## config.mk

```make
export PLATFORM = sky130hd
export DESIGN_NAME = bitmap_index_allocator_top_flat
export DESIGN_NICKNAME = d
export VERILOG_FILES = /design/src/rtl/bia_pkg.sv /design/src/rtl/bia_req_if.sv /design/src/rtl/bia_rsp_if.sv /design/src/rtl/bia_ctrl.sv /design/src/rtl/bia_dp.sv /design/src/rtl/bitmap_index_allocator_top.sv /design/src/flat_wrapper.sv
export SDC_FILE = /design/constraint.sdc
export NUM_CORES = 2
export LEC_CHECK = 0
export BUFFER_PORTS_ARGS = -buffer_cell sky130_fd_sc_hd__buf_2
export CORE_ASPECT_RATIO = 0.9
export CORE_MARGIN = 2
export CORE_UTILIZATION = 35
export DETAILED_ROUTE_END_ITERATION = 12
export PLACE_DENSITY = 0.53
export SLEW_MARGIN = 5
export SYNTH_ARGS = -nofsm -noshare
export SYNTH_HDL_FRONTEND = slang
export SYNTH_SLANG_ARGS = --single-unit
```

## constraint.sdc

```tcl
create_clock -name clk -period 16.81 [get_ports clk]
set_input_delay 2.5215 -clock clk [delete_from_list [all_inputs] [get_ports clk]]
set_output_delay 2.5215 -clock clk [all_outputs]
set_load 0.02 [all_outputs]
```

## src/rtl/bia_pkg.sv

```systemverilog
// Shared types, constants and helpers for the bitmap index allocator.
// No dependencies; the RTL files refer to it by scoped names, the testbench files import it.
package bia_pkg;

  // Bitmap geometry
  localparam int MAX_WORDS  = 16;
  localparam int WORD_BITS  = 64;
  localparam int WORD_IDX_W = $clog2(MAX_WORDS);
  localparam int BIT_IDX_W  = $clog2(WORD_BITS);
  localparam int WPTR_W     = WORD_IDX_W + 1;
  localparam int SLOT_W     = 10;
  localparam int COUNT_W    = 11;
  localparam int WIU_W      = 5;

  // Configuration port
  localparam int PADDR_W  = 3;
  localparam int PDATA_W  = 32;
  localparam logic REG_WORDS_IN_USE = 1'b0;
  localparam logic [WIU_W-1:0] WIU_RESET = WIU_W'(MAX_WORDS);

  // Request codes
  typedef enum logic {
    CMD_ALLOC = 1'b0,
    CMD_FREE  = 1'b1
  } cmd_t;

  // Response status codes
  typedef enum logic [1:0] {
    ST_OK        = 2'd0,
    ST_FULL      = 2'd1,
    ST_RANGE     = 2'd2,
    ST_NOT_ALLOC = 2'd3
  } status_code_t;

  // Controller states
  typedef enum logic {
    S_IDLE = 1'b0,
    S_EVAL = 1'b1
  } ctrl_state_t;

  // Controller to datapath commands
  typedef struct packed {
    logic load;   // latch the accepted request
    logic eval;   // examine the current word, finish or step on
  } dp_cmd_t;

  // Datapath to controller status
  typedef struct packed {
    logic done;   // request resolves on this evaluation
  } dp_stat_t;

  // Index of the lowest set bit; zero when none is set
  function automatic logic [BIT_IDX_W-1:0] lowest_set(input logic [WORD_BITS-1:0] v);
    logic [BIT_IDX_W-1:0] n;
    n = '0;
    for (int i = WORD_BITS - 1; i >= 0; i--) begin
      if (v[i]) n = BIT_IDX_W'(i);
    end
    return n;
  endfunction

endpackage

```

## src/rtl/bia_req_if.sv

```systemverilog
// Request channel: valid/ready handshake carrying an allocate or free.
// Depends on bia_pkg for field widths.
interface bia_req_if;
  logic                         valid;
  logic                         ready;
  logic                         cmd;
  logic [bia_pkg::SLOT_W-1:0]   slot_index;

  modport source (output valid, cmd, slot_index, input ready);
  modport sink   (input valid, cmd, slot_index, output ready);
endinterface

```

## src/rtl/bia_rsp_if.sv

```systemverilog
// Response channel: valid/ready handshake carrying one result per request.
// Depends on bia_pkg for field widths.
interface bia_rsp_if;
  logic                          valid;
  logic                          ready;
  logic [bia_pkg::SLOT_W-1:0]    alloc_index;
  logic [1:0]                    status;
  logic [bia_pkg::COUNT_W-1:0]   used_count;

  modport source (output valid, alloc_index, status, used_count, input ready);
  modport sink   (input valid, alloc_index, status, used_count, output ready);
endinterface

```

## src/rtl/bia_ctrl.sv

```systemverilog
// Allocator controller: request handshake, evaluation sequencing, output valid.
// Depends on bia_pkg.
module bia_ctrl (
  input  logic              clk,
  input  logic              rst,
  input  logic              in_valid,
  output logic              in_ready,
  output logic              out_valid,
  input  logic              out_ready,
  input  bia_pkg::dp_stat_t stat,
  output bia_pkg::dp_cmd_t  ctl
);

  bia_pkg::ctrl_state_t state, state_next;
  logic out_valid_next;
  logic out_free;

  // State and output-valid registers
  always_ff @(posedge clk) begin
    if (rst) begin
      state     <= bia_pkg::S_IDLE;
      out_valid <= 1'b0;
    end else begin
      state     <= state_next;
      out_valid <= out_valid_next;
    end
  end

  // Output slot is free when empty or being drained this cycle
  assign out_free = !out_valid || out_ready;

  // Next state and commands
  always_comb begin
    state_next     = state;
    in_ready       = 1'b0;
    ctl            = '0;
    out_valid_next = out_valid && !out_ready;
    case (state)
      bia_pkg::S_IDLE: begin
        in_ready = 1'b1;
        if (in_valid) begin
          ctl.load   = 1'b1;
          state_next = bia_pkg::S_EVAL;
        end
      end
      bia_pkg::S_EVAL: begin
        // hold off until the result has somewhere to go
        if (out_free) begin
          ctl.eval = 1'b1;
          if (stat.done) begin
            out_valid_next = 1'b1;
            state_next     = bia_pkg::S_IDLE;
          end
        end
      end
      default: state_next = bia_pkg::S_IDLE;
    endcase
  end

endmodule

```

## src/rtl/bia_dp.sv

```systemverilog
// Allocator datapath: occupancy bitmap, hint, used count, word scan and result.
// Depends on bia_pkg.
module bia_dp (
  input  logic                          clk,
  input  logic                          rst,
  input  bia_pkg::dp_cmd_t              ctl,
  output bia_pkg::dp_stat_t             stat,
  input  logic                          req_cmd_in,
  input  logic [bia_pkg::SLOT_W-1:0]    req_idx_in,
  input  logic [bia_pkg::WIU_W-1:0]     words_in_use,
  output logic [bia_pkg::SLOT_W-1:0]    alloc_index,
  output logic [1:0]                    status,
  output logic [bia_pkg::COUNT_W-1:0]   used_count
);

  logic [bia_pkg::WORD_BITS-1:0]  occ [bia_pkg::MAX_WORDS];
  logic [bia_pkg::WORD_IDX_W-1:0] hint;
  logic [bia_pkg::COUNT_W-1:0]    used;
  logic                           req_cmd;
  logic [bia_pkg::SLOT_W-1:0]     req_idx;
  logic [bia_pkg::WPTR_W-1:0]     wptr;

  logic [bia_pkg::WIU_W-1:0]      words;
  logic [bia_pkg::COUNT_W-1:0]    capacity;
  logic [bia_pkg::WORD_BITS-1:0]  cur_word;
  logic [bia_pkg::WORD_BITS-1:0]  free_mask;
  logic                           found;
  logic [bia_pkg::BIT_IDX_W-1:0]  alloc_bit;
  logic [bia_pkg::BIT_IDX_W-1:0]  free_bit;
  logic                           pool_full;
  logic                           out_of_range;
  logic                           bit_held;
  logic                           do_set;
  logic                           do_clear;
  logic [bia_pkg::WORD_IDX_W-1:0] word_sel;
  logic [bia_pkg::COUNT_W-1:0]    used_next;
  logic [bia_pkg::SLOT_W-1:0]     grant;
  bia_pkg::status_code_t          res_status;

  // Active word count saturates at the bitmap size
  assign words    = (words_in_use > bia_pkg::WIU_W'(bia_pkg::MAX_WORDS)) ?
                    bia_pkg::WIU_W'(bia_pkg::MAX_WORDS) : words_in_use;
  assign capacity = bia_pkg::COUNT_W'({words, {bia_pkg::BIT_IDX_W{1'b0}}});

  // Current word and its lowest free bit
  assign word_sel  = wptr[bia_pkg::WORD_IDX_W-1:0];
  assign cur_word  = occ[word_sel];
  assign free_mask = ~cur_word;
  assign found     = |free_mask;
  assign alloc_bit = bia_pkg::lowest_set(free_mask);
  assign free_bit  = req_idx[bia_pkg::BIT_IDX_W-1:0];
  assign bit_held  = cur_word[free_bit];

  // Outcome of this evaluation
  assign pool_full    = (used >= capacity) || (bia_pkg::WIU_W'(wptr) >= words);
  assign out_of_range = bia_pkg::COUNT_W'(req_idx) >= capacity;
  assign do_set       = (req_cmd == bia_pkg::CMD_ALLOC) && !pool_full && found;
  assign do_clear     = (req_cmd == bia_pkg::CMD_FREE) && !out_of_range && bit_held;
  assign stat.done    = (req_cmd == bia_pkg::CMD_FREE) || pool_full || found;

  always_comb begin
    res_status = bia_pkg::ST_OK;
    if (req_cmd == bia_pkg::CMD_ALLOC) begin
      if (pool_full) res_status = bia_pkg::ST_FULL;
    end else if (out_of_range) begin
      res_status = bia_pkg::ST_RANGE;
    end else if (!bit_held) begin
      res_status = bia_pkg::ST_NOT_ALLOC;
    end
  end

  assign grant = do_set ? {word_sel, alloc_bit} : '0;

  always_comb begin
    used_next = used;
    if (do_set) used_next = used + bia_pkg::COUNT_W'(1);
    else if (do_clear && used != '0) used_next = used - bia_pkg::COUNT_W'(1);
  end

  // Request latch and word pointer
  always_ff @(posedge clk) begin
    if (ctl.load) begin
      req_cmd <= req_cmd_in;
      req_idx <= req_idx_in;
      if (req_cmd_in == bia_pkg::CMD_FREE)
        wptr <= bia_pkg::WPTR_W'(req_idx_in[bia_pkg::SLOT_W-1:bia_pkg::BIT_IDX_W]);
      else
        wptr <= bia_pkg::WPTR_W'(hint);
    end else if (ctl.eval && !stat.done) begin
      wptr <= wptr + bia_pkg::WPTR_W'(1);
    end
  end

  // Bitmap, hint and count
  always_ff @(posedge clk) begin
    if (rst) begin
      for (int i = 0; i < bia_pkg::MAX_WORDS; i++) occ[i] <= '0;
      hint <= '0;
      used <= '0;
    end else if (ctl.eval && stat.done) begin
      used <= used_next;
      if (do_set) begin
        occ[word_sel] <= cur_word | (bia_pkg::WORD_BITS'(1) << alloc_bit);
        hint          <= word_sel;
      end else if (do_clear) begin
        occ[word_sel] <= cur_word & ~(bia_pkg::WORD_BITS'(1) << free_bit);
        if (word_sel < hint) hint <= word_sel;
      end
    end
  end

  // Result register
  always_ff @(posedge clk) begin
    if (ctl.eval && stat.done) begin
      alloc_index <= grant;
      status      <= res_status;
      used_count  <= used_next;
    end
  end

endmodule

```

## src/rtl/bitmap_index_allocator_top.sv

```systemverilog
// Bitmap index allocator, lowest free slot first, 16 words of 64 slots.
// A request is latched on transfer and evaluated one word at a time: a free, or an
// allocate with a free slot in the hint word, resolves on its first evaluation, and
// each full word adds another; the single evaluator takes one request at a time.
// Reset (rst, synchronous): bitmap, hint and count clear at once; words_in_use = 16.
module bitmap_index_allocator_top (
  input  logic                        clk,
  input  logic                        rst,
  bia_req_if.sink                     req,
  bia_rsp_if.source                   rsp,
  input  logic                        psel,
  input  logic                        penable,
  input  logic                        pwrite,
  input  logic [bia_pkg::PADDR_W-1:0] paddr,
  input  logic [bia_pkg::PDATA_W-1:0] pwdata,
  output logic [bia_pkg::PDATA_W-1:0] prdata,
  output logic                        pready
);

  logic [bia_pkg::WIU_W-1:0] words_in_use;
  bia_pkg::dp_cmd_t          ctl;
  bia_pkg::dp_stat_t         stat;
  logic                      wr_en;

  // Configuration register
  assign pready = 1'b1;
  assign wr_en  = psel && penable && pwrite &&
                  (paddr[bia_pkg::PADDR_W-1] == bia_pkg::REG_WORDS_IN_USE);

  always_ff @(posedge clk) begin
    if (rst) begin
      words_in_use <= bia_pkg::WIU_RESET;
    end else if (wr_en) begin
      words_in_use <= pwdata[bia_pkg::WIU_W-1:0];
    end
  end

  assign prdata = (paddr[bia_pkg::PADDR_W-1] == bia_pkg::REG_WORDS_IN_USE) ?
                  bia_pkg::PDATA_W'(words_in_use) : '0;

  // Controller
  bia_ctrl u_ctrl (
    .clk       (clk),
    .rst       (rst),
    .in_valid  (req.valid),
    .in_ready  (req.ready),
    .out_valid (rsp.valid),
    .out_ready (rsp.ready),
    .stat      (stat),
    .ctl       (ctl)
  );

  // Datapath
  bia_dp u_dp (
    .clk          (clk),
    .rst          (rst),
    .ctl          (ctl),
    .stat         (stat),
    .req_cmd_in   (req.cmd),
    .req_idx_in   (req.slot_index),
    .words_in_use (words_in_use),
    .alloc_index  (rsp.alloc_index),
    .status       (rsp.status),
    .used_count   (rsp.used_count)
  );

`ifndef SYNTH
  // One request in flight: no new transfer right after one is taken
  a_one_in_flight: assert property (@(posedge clk) disable iff (rst)
    (req.valid && req.ready) |=> !req.ready)
    else $error("request taken while previous still in flight");

  // Load and evaluate never coincide
  a_cmd_exclusive: assert property (@(posedge clk) disable iff (rst)
    ctl.load |-> !ctl.eval)
    else $error("load and eval issued together");

  // Only a successful allocate carries a nonzero index
  a_grant_zero: assert property (@(posedge clk) disable iff (rst)
    (rsp.valid && rsp.status != bia_pkg::ST_OK) |-> rsp.alloc_index == '0)
    else $error("nonzero index on failed request");

  // Count never exceeds the bitmap size
  a_count_bound: assert property (@(posedge clk) disable iff (rst)
    rsp.valid |-> rsp.used_count <= bia_pkg::COUNT_W'(bia_pkg::MAX_WORDS * bia_pkg::WORD_BITS))
    else $error("used count beyond bitmap size");
`endif

endmodule

```

## src/flat_wrapper.sv

```systemverilog
// flat-port wrapper written by rule: the top's interface ports become plain ports
module bitmap_index_allocator_top_flat 
  (clk, rst, psel, penable, pwrite, paddr, pwdata, prdata, pready, req_valid, req_cmd, req_slot_index, req_ready, rsp_valid, rsp_alloc_index, rsp_status, rsp_used_count, rsp_ready);
  bia_req_if req_i ();
  bia_rsp_if rsp_i ();
  input  logic clk;
  input  logic rst;
  input  logic psel;
  input  logic penable;
  input  logic pwrite;
  input  logic [bia_pkg::PADDR_W-1:0] paddr;
  input  logic [bia_pkg::PDATA_W-1:0] pwdata;
  output logic [bia_pkg::PDATA_W-1:0] prdata;
  output logic pready;
  input wire logic [$bits(req_i.valid)-1:0] req_valid;
  input wire logic [$bits(req_i.cmd)-1:0] req_cmd;
  input wire logic [$bits(req_i.slot_index)-1:0] req_slot_index;
  output wire logic [$bits(req_i.ready)-1:0] req_ready;
  output wire logic [$bits(rsp_i.valid)-1:0] rsp_valid;
  output wire logic [$bits(rsp_i.alloc_index)-1:0] rsp_alloc_index;
  output wire logic [$bits(rsp_i.status)-1:0] rsp_status;
  output wire logic [$bits(rsp_i.used_count)-1:0] rsp_used_count;
  input wire logic [$bits(rsp_i.ready)-1:0] rsp_ready;
  assign req_i.valid = req_valid;
  assign req_i.cmd = req_cmd;
  assign req_i.slot_index = req_slot_index;
  assign req_ready = req_i.ready;
  assign rsp_valid = rsp_i.valid;
  assign rsp_alloc_index = rsp_i.alloc_index;
  assign rsp_status = rsp_i.status;
  assign rsp_used_count = rsp_i.used_count;
  assign rsp_i.ready = rsp_ready;
  bitmap_index_allocator_top u_core (.clk(clk), .rst(rst), .req(req_i), .rsp(rsp_i), .psel(psel), .penable(penable), .pwrite(pwrite), .paddr(paddr), .pwdata(pwdata), .prdata(prdata), .pready(pready));
endmodule
```

==> results.md <==
* Post-synth cell types at 110
* Largest family of logic cells by synthesized area: multiplexers
* Setup tns final at 0 ns
* Global route total overflow at 0
* HPWL Detailed at 108 mm
* Most common cell on crit path: buf_4
* Clock Latency Late Sink at 0.78 ns
* Crit path launch type: flop
* RSZ-0062 raised after global routing: no
* IO Pins at 111
* Post-layout net count at 3791
* CP Capture Type: flop
* Final max-slew violation count at 0
* Hold WS at 0.517 ns
* Mapped Area at 53700 sq um
* Hold_sp: u_core.u_dp.hint[3]$_SDFFE_PP0P_
* Num rows at 136
* CTS resizes at 0
* Sequential share of the synthesized area at 0.604
* Die span in y at 376 microns
* Final core utilization at 0.385
* Top cells by area, synth: edfxtp_1, mux4_2, a21oi_1
* Antenna Cells at 0
* Slowest stage delay, CP at 0.86 ns
* DR DRC count at 0
* HP Class: reg2reg
* CP arrival at 9.21 ns
* Non-Filler Instances at 5802
* Setup slack after layout at 7.98 ns
* Antenna-violating nets left at 0
* Post-route cell area at 58800 sq um
* Layout Skew at 0.0535 ns
* Fraction of layout cells with a size suffix above 1 at 0.221
* Clock power share at 0.342
* Kind of critical path: reg2reg
* Ys async rst share at 0
* Synth Area in Simple Gates at 0.0824
* Buffers on Ports at 53
* Wire length per cell at 32.2 microns
* Final setup fails at 0
* Switch share at 0.313
* MaxCap Viol Count at 0
* Status: complete, no violations
* Most frequent cells in the layout: edfxtp_1, nor2_1, a21oi_1
* Core Area at 153000 sq um
* First-pass GRT wire length at 264 mm
* Min cycle time layout at 8.83 ns
* Vias per cell at 6.20
* Xor and xnor area share after synthesis at 0.00212
* CTS Buffer Depth at 3
* Synth warn at 0
* Initial antenna violation count at 3
* Die area at 157000 sq um
* CTS sink cnt at 1089
* Synth-to-Final Area Change at 9.43%
* Relative slew margins at 0.103
* Syn avg cell area at 14.1 sq um
* Max frequency at 113 MHz
* Final period util at 0.525
* CTS Hold Bufs at 0
* Area after DPL at 55400 sq um
* Post-synth top area share at 0.594
* Leakage at 19.3 nW
* Crit-path slowest cell: buf_4
* Final Hold Viols at 0
* Critical path buffers and inverters at 6
* Sw Pwr at 2.18 mW
* Actual slew at the worst max-slew pin at 1.34 ns
* Critical path cell sequence: buf_4 -> buf_4 -> mux4_2 -> mux2i_1 -> a2111oi_0 -> a31oi_1 -> a2111oi_2 -> and4b_1 -> a211oi_4 -> buf_4 -> o21a_1 -> buf_4 -> nand4_1 -> buf_4 -> nand2b_4 -> buf_4
* Int Pwr at 4.80 mW
* Cells after Synth at 3804
* CP Data Required Time at 17.19 ns
* Root Buffer: clkbuf_16
* Inserted Clock Buffers at 113
* Placed cells at 5600
* Pin count of the biggest net entering global routing at 116
* H-tree levels at 3
* Post-CTS Setup Inserts at 0
* Via count at 36000
* Gate power share at 0.209
* Gr usage total at 0.235
* Register share of total power at 0.448
* Pre-CTS setup slack at 8.17 ns
* Area leader, netlist: edfxtp_1
* CTS clk-pin slew, worst paths at 0.06 ns
* WL final at 187 mm
* Vias in the first global route at 34400
* Synth Area in Adders at 0.00559
* Initial DRC count at 5397
* Tot Pwr at 6.98 mW
* Multiplexer share of the synthesized area at 0.136
* Initial Utilization at 0.352
* EDFF count, synth at 1063
* CTS tree: yes
* #FFs+latches synth at 1089
* Most common cell after layout, fill and taps aside: edfxtp_1
* GPL Wtd Cong at 0.988
* CP delay by family, top: buffers and inverters
* PwrDens at 119 nW/um^2
* Die X at 417 microns
* Worst-path fanout max at 56
* Compound-cell area share of the yosys netlist at 0.122
* Synth Flop Type: edfxtp_1
* 1st-pass router iterations at 6
* Peak supply drop at 0.0762 mV
-- cell families (layout without fill, tap and decap cells) --
logic type,after synthesis,after routing
muxes,362,362
other,2,28
AOI/OAI and AO/OA,932,932
DFF,1089,1089
adders and majority gates,24,24
buffers and inverters,427,398
xor gates and xnor gates,13,13
and+or+nand+nor,955,955
-- state kept, by name (all words and copies together), names as in the netlist, 2 cells and up, named ones only --
name / cells
u_core.u_dp.hint: 4
u_core.u_dp.alloc_index: 10
u_core.u_dp.used: 11
u_core.u_dp.occ: 1024
u_core.u_dp.wptr: 5
u_core.u_dp.used_count: 11
u_core.words_in_use: 5
u_core.u_dp.status: 2
u_core.u_dp.req_idx: 10
-- layout make-up --
type / instances / area, sq um
clock buffer: 150 / 3030
tap: 2001 / 2500
clock inverter: 52 / 369
timing repair buffer: 159 / 1100
sequential: 1089 / 32500
multi-input combinational: 2314 / 19200
inverter: 37 / 139
fill: 14300 / 93800
-- tightest hold or removal path, stage by stage, from the launching register on --
cell	delay [ns]
dfxtp_1	0.33
mux2i_1	0.07
nor2_1	0.08
-- cells in the mapped netlist, types with 12 or more instances --
cell type  instances
o22ai_1           13
and3_1            12
buf_1             20
a21oi_2           81
nor2_1           576
ha_1              24
mux2_2            23
nand4_1           26
a22oi_1           44
edfxtp_1        1063
nand4_2           17
a21oi_1          485
and2_1            21
a31oi_1           16
a22o_1            16
nor3_1            18
clkbuf_1          87
a41oi_1           31
buf_4             72
nor2b_1           28
inv_1             35
a41oi_2           12
o2111ai_4         13
o211ai_1          12
buf_6             42
o21ai_1           28
nand2_1          102
buf_2            156
o21ai_0           32
mux4_2           285
nand3_1           63
dfxtp_1           26
nand2b_1          30
mux2i_1           47
-- routing by layer --
metal	vias up	track usage	wire length (microns)
met4	2	0.0750	6110
met1	18800	0.347	79600
met5	-	0	15
met3	361	0.0427	18900
li1	14600	-	-
met2	2182	0.350	82400
-- worst paths after layout --
path | cells after the start | slack, ns | endpoint
min | 2 | 0.52 | u_core.u_dp.hint[3]$_SDFFE_PP0P_
max | 16 | 7.98 | u_core.u_dp.occ[15][48]$_SDFFCE_PN0P_
max reg2reg | 16 | 7.98 | u_core.u_dp.occ[15][48]$_SDFFCE_PN0P_
min reg2reg | 2 | 0.52 | u_core.u_dp.hint[3]$_SDFFE_PP0P_
-- power by group through the flow --
stage                     registers (mW)  logic [mW]  clock network, mW
after detailed placement            3.19        1.43                  0
after floorplan                     3.17       0.979                  0
after global placement              3.18        1.43                  0
after CTS                           3.13        1.43               2.42
final                               3.13        1.46               2.39
after global routing                3.14        1.51               2.51
No activity file was read; power rests on OpenSTA's default activity.
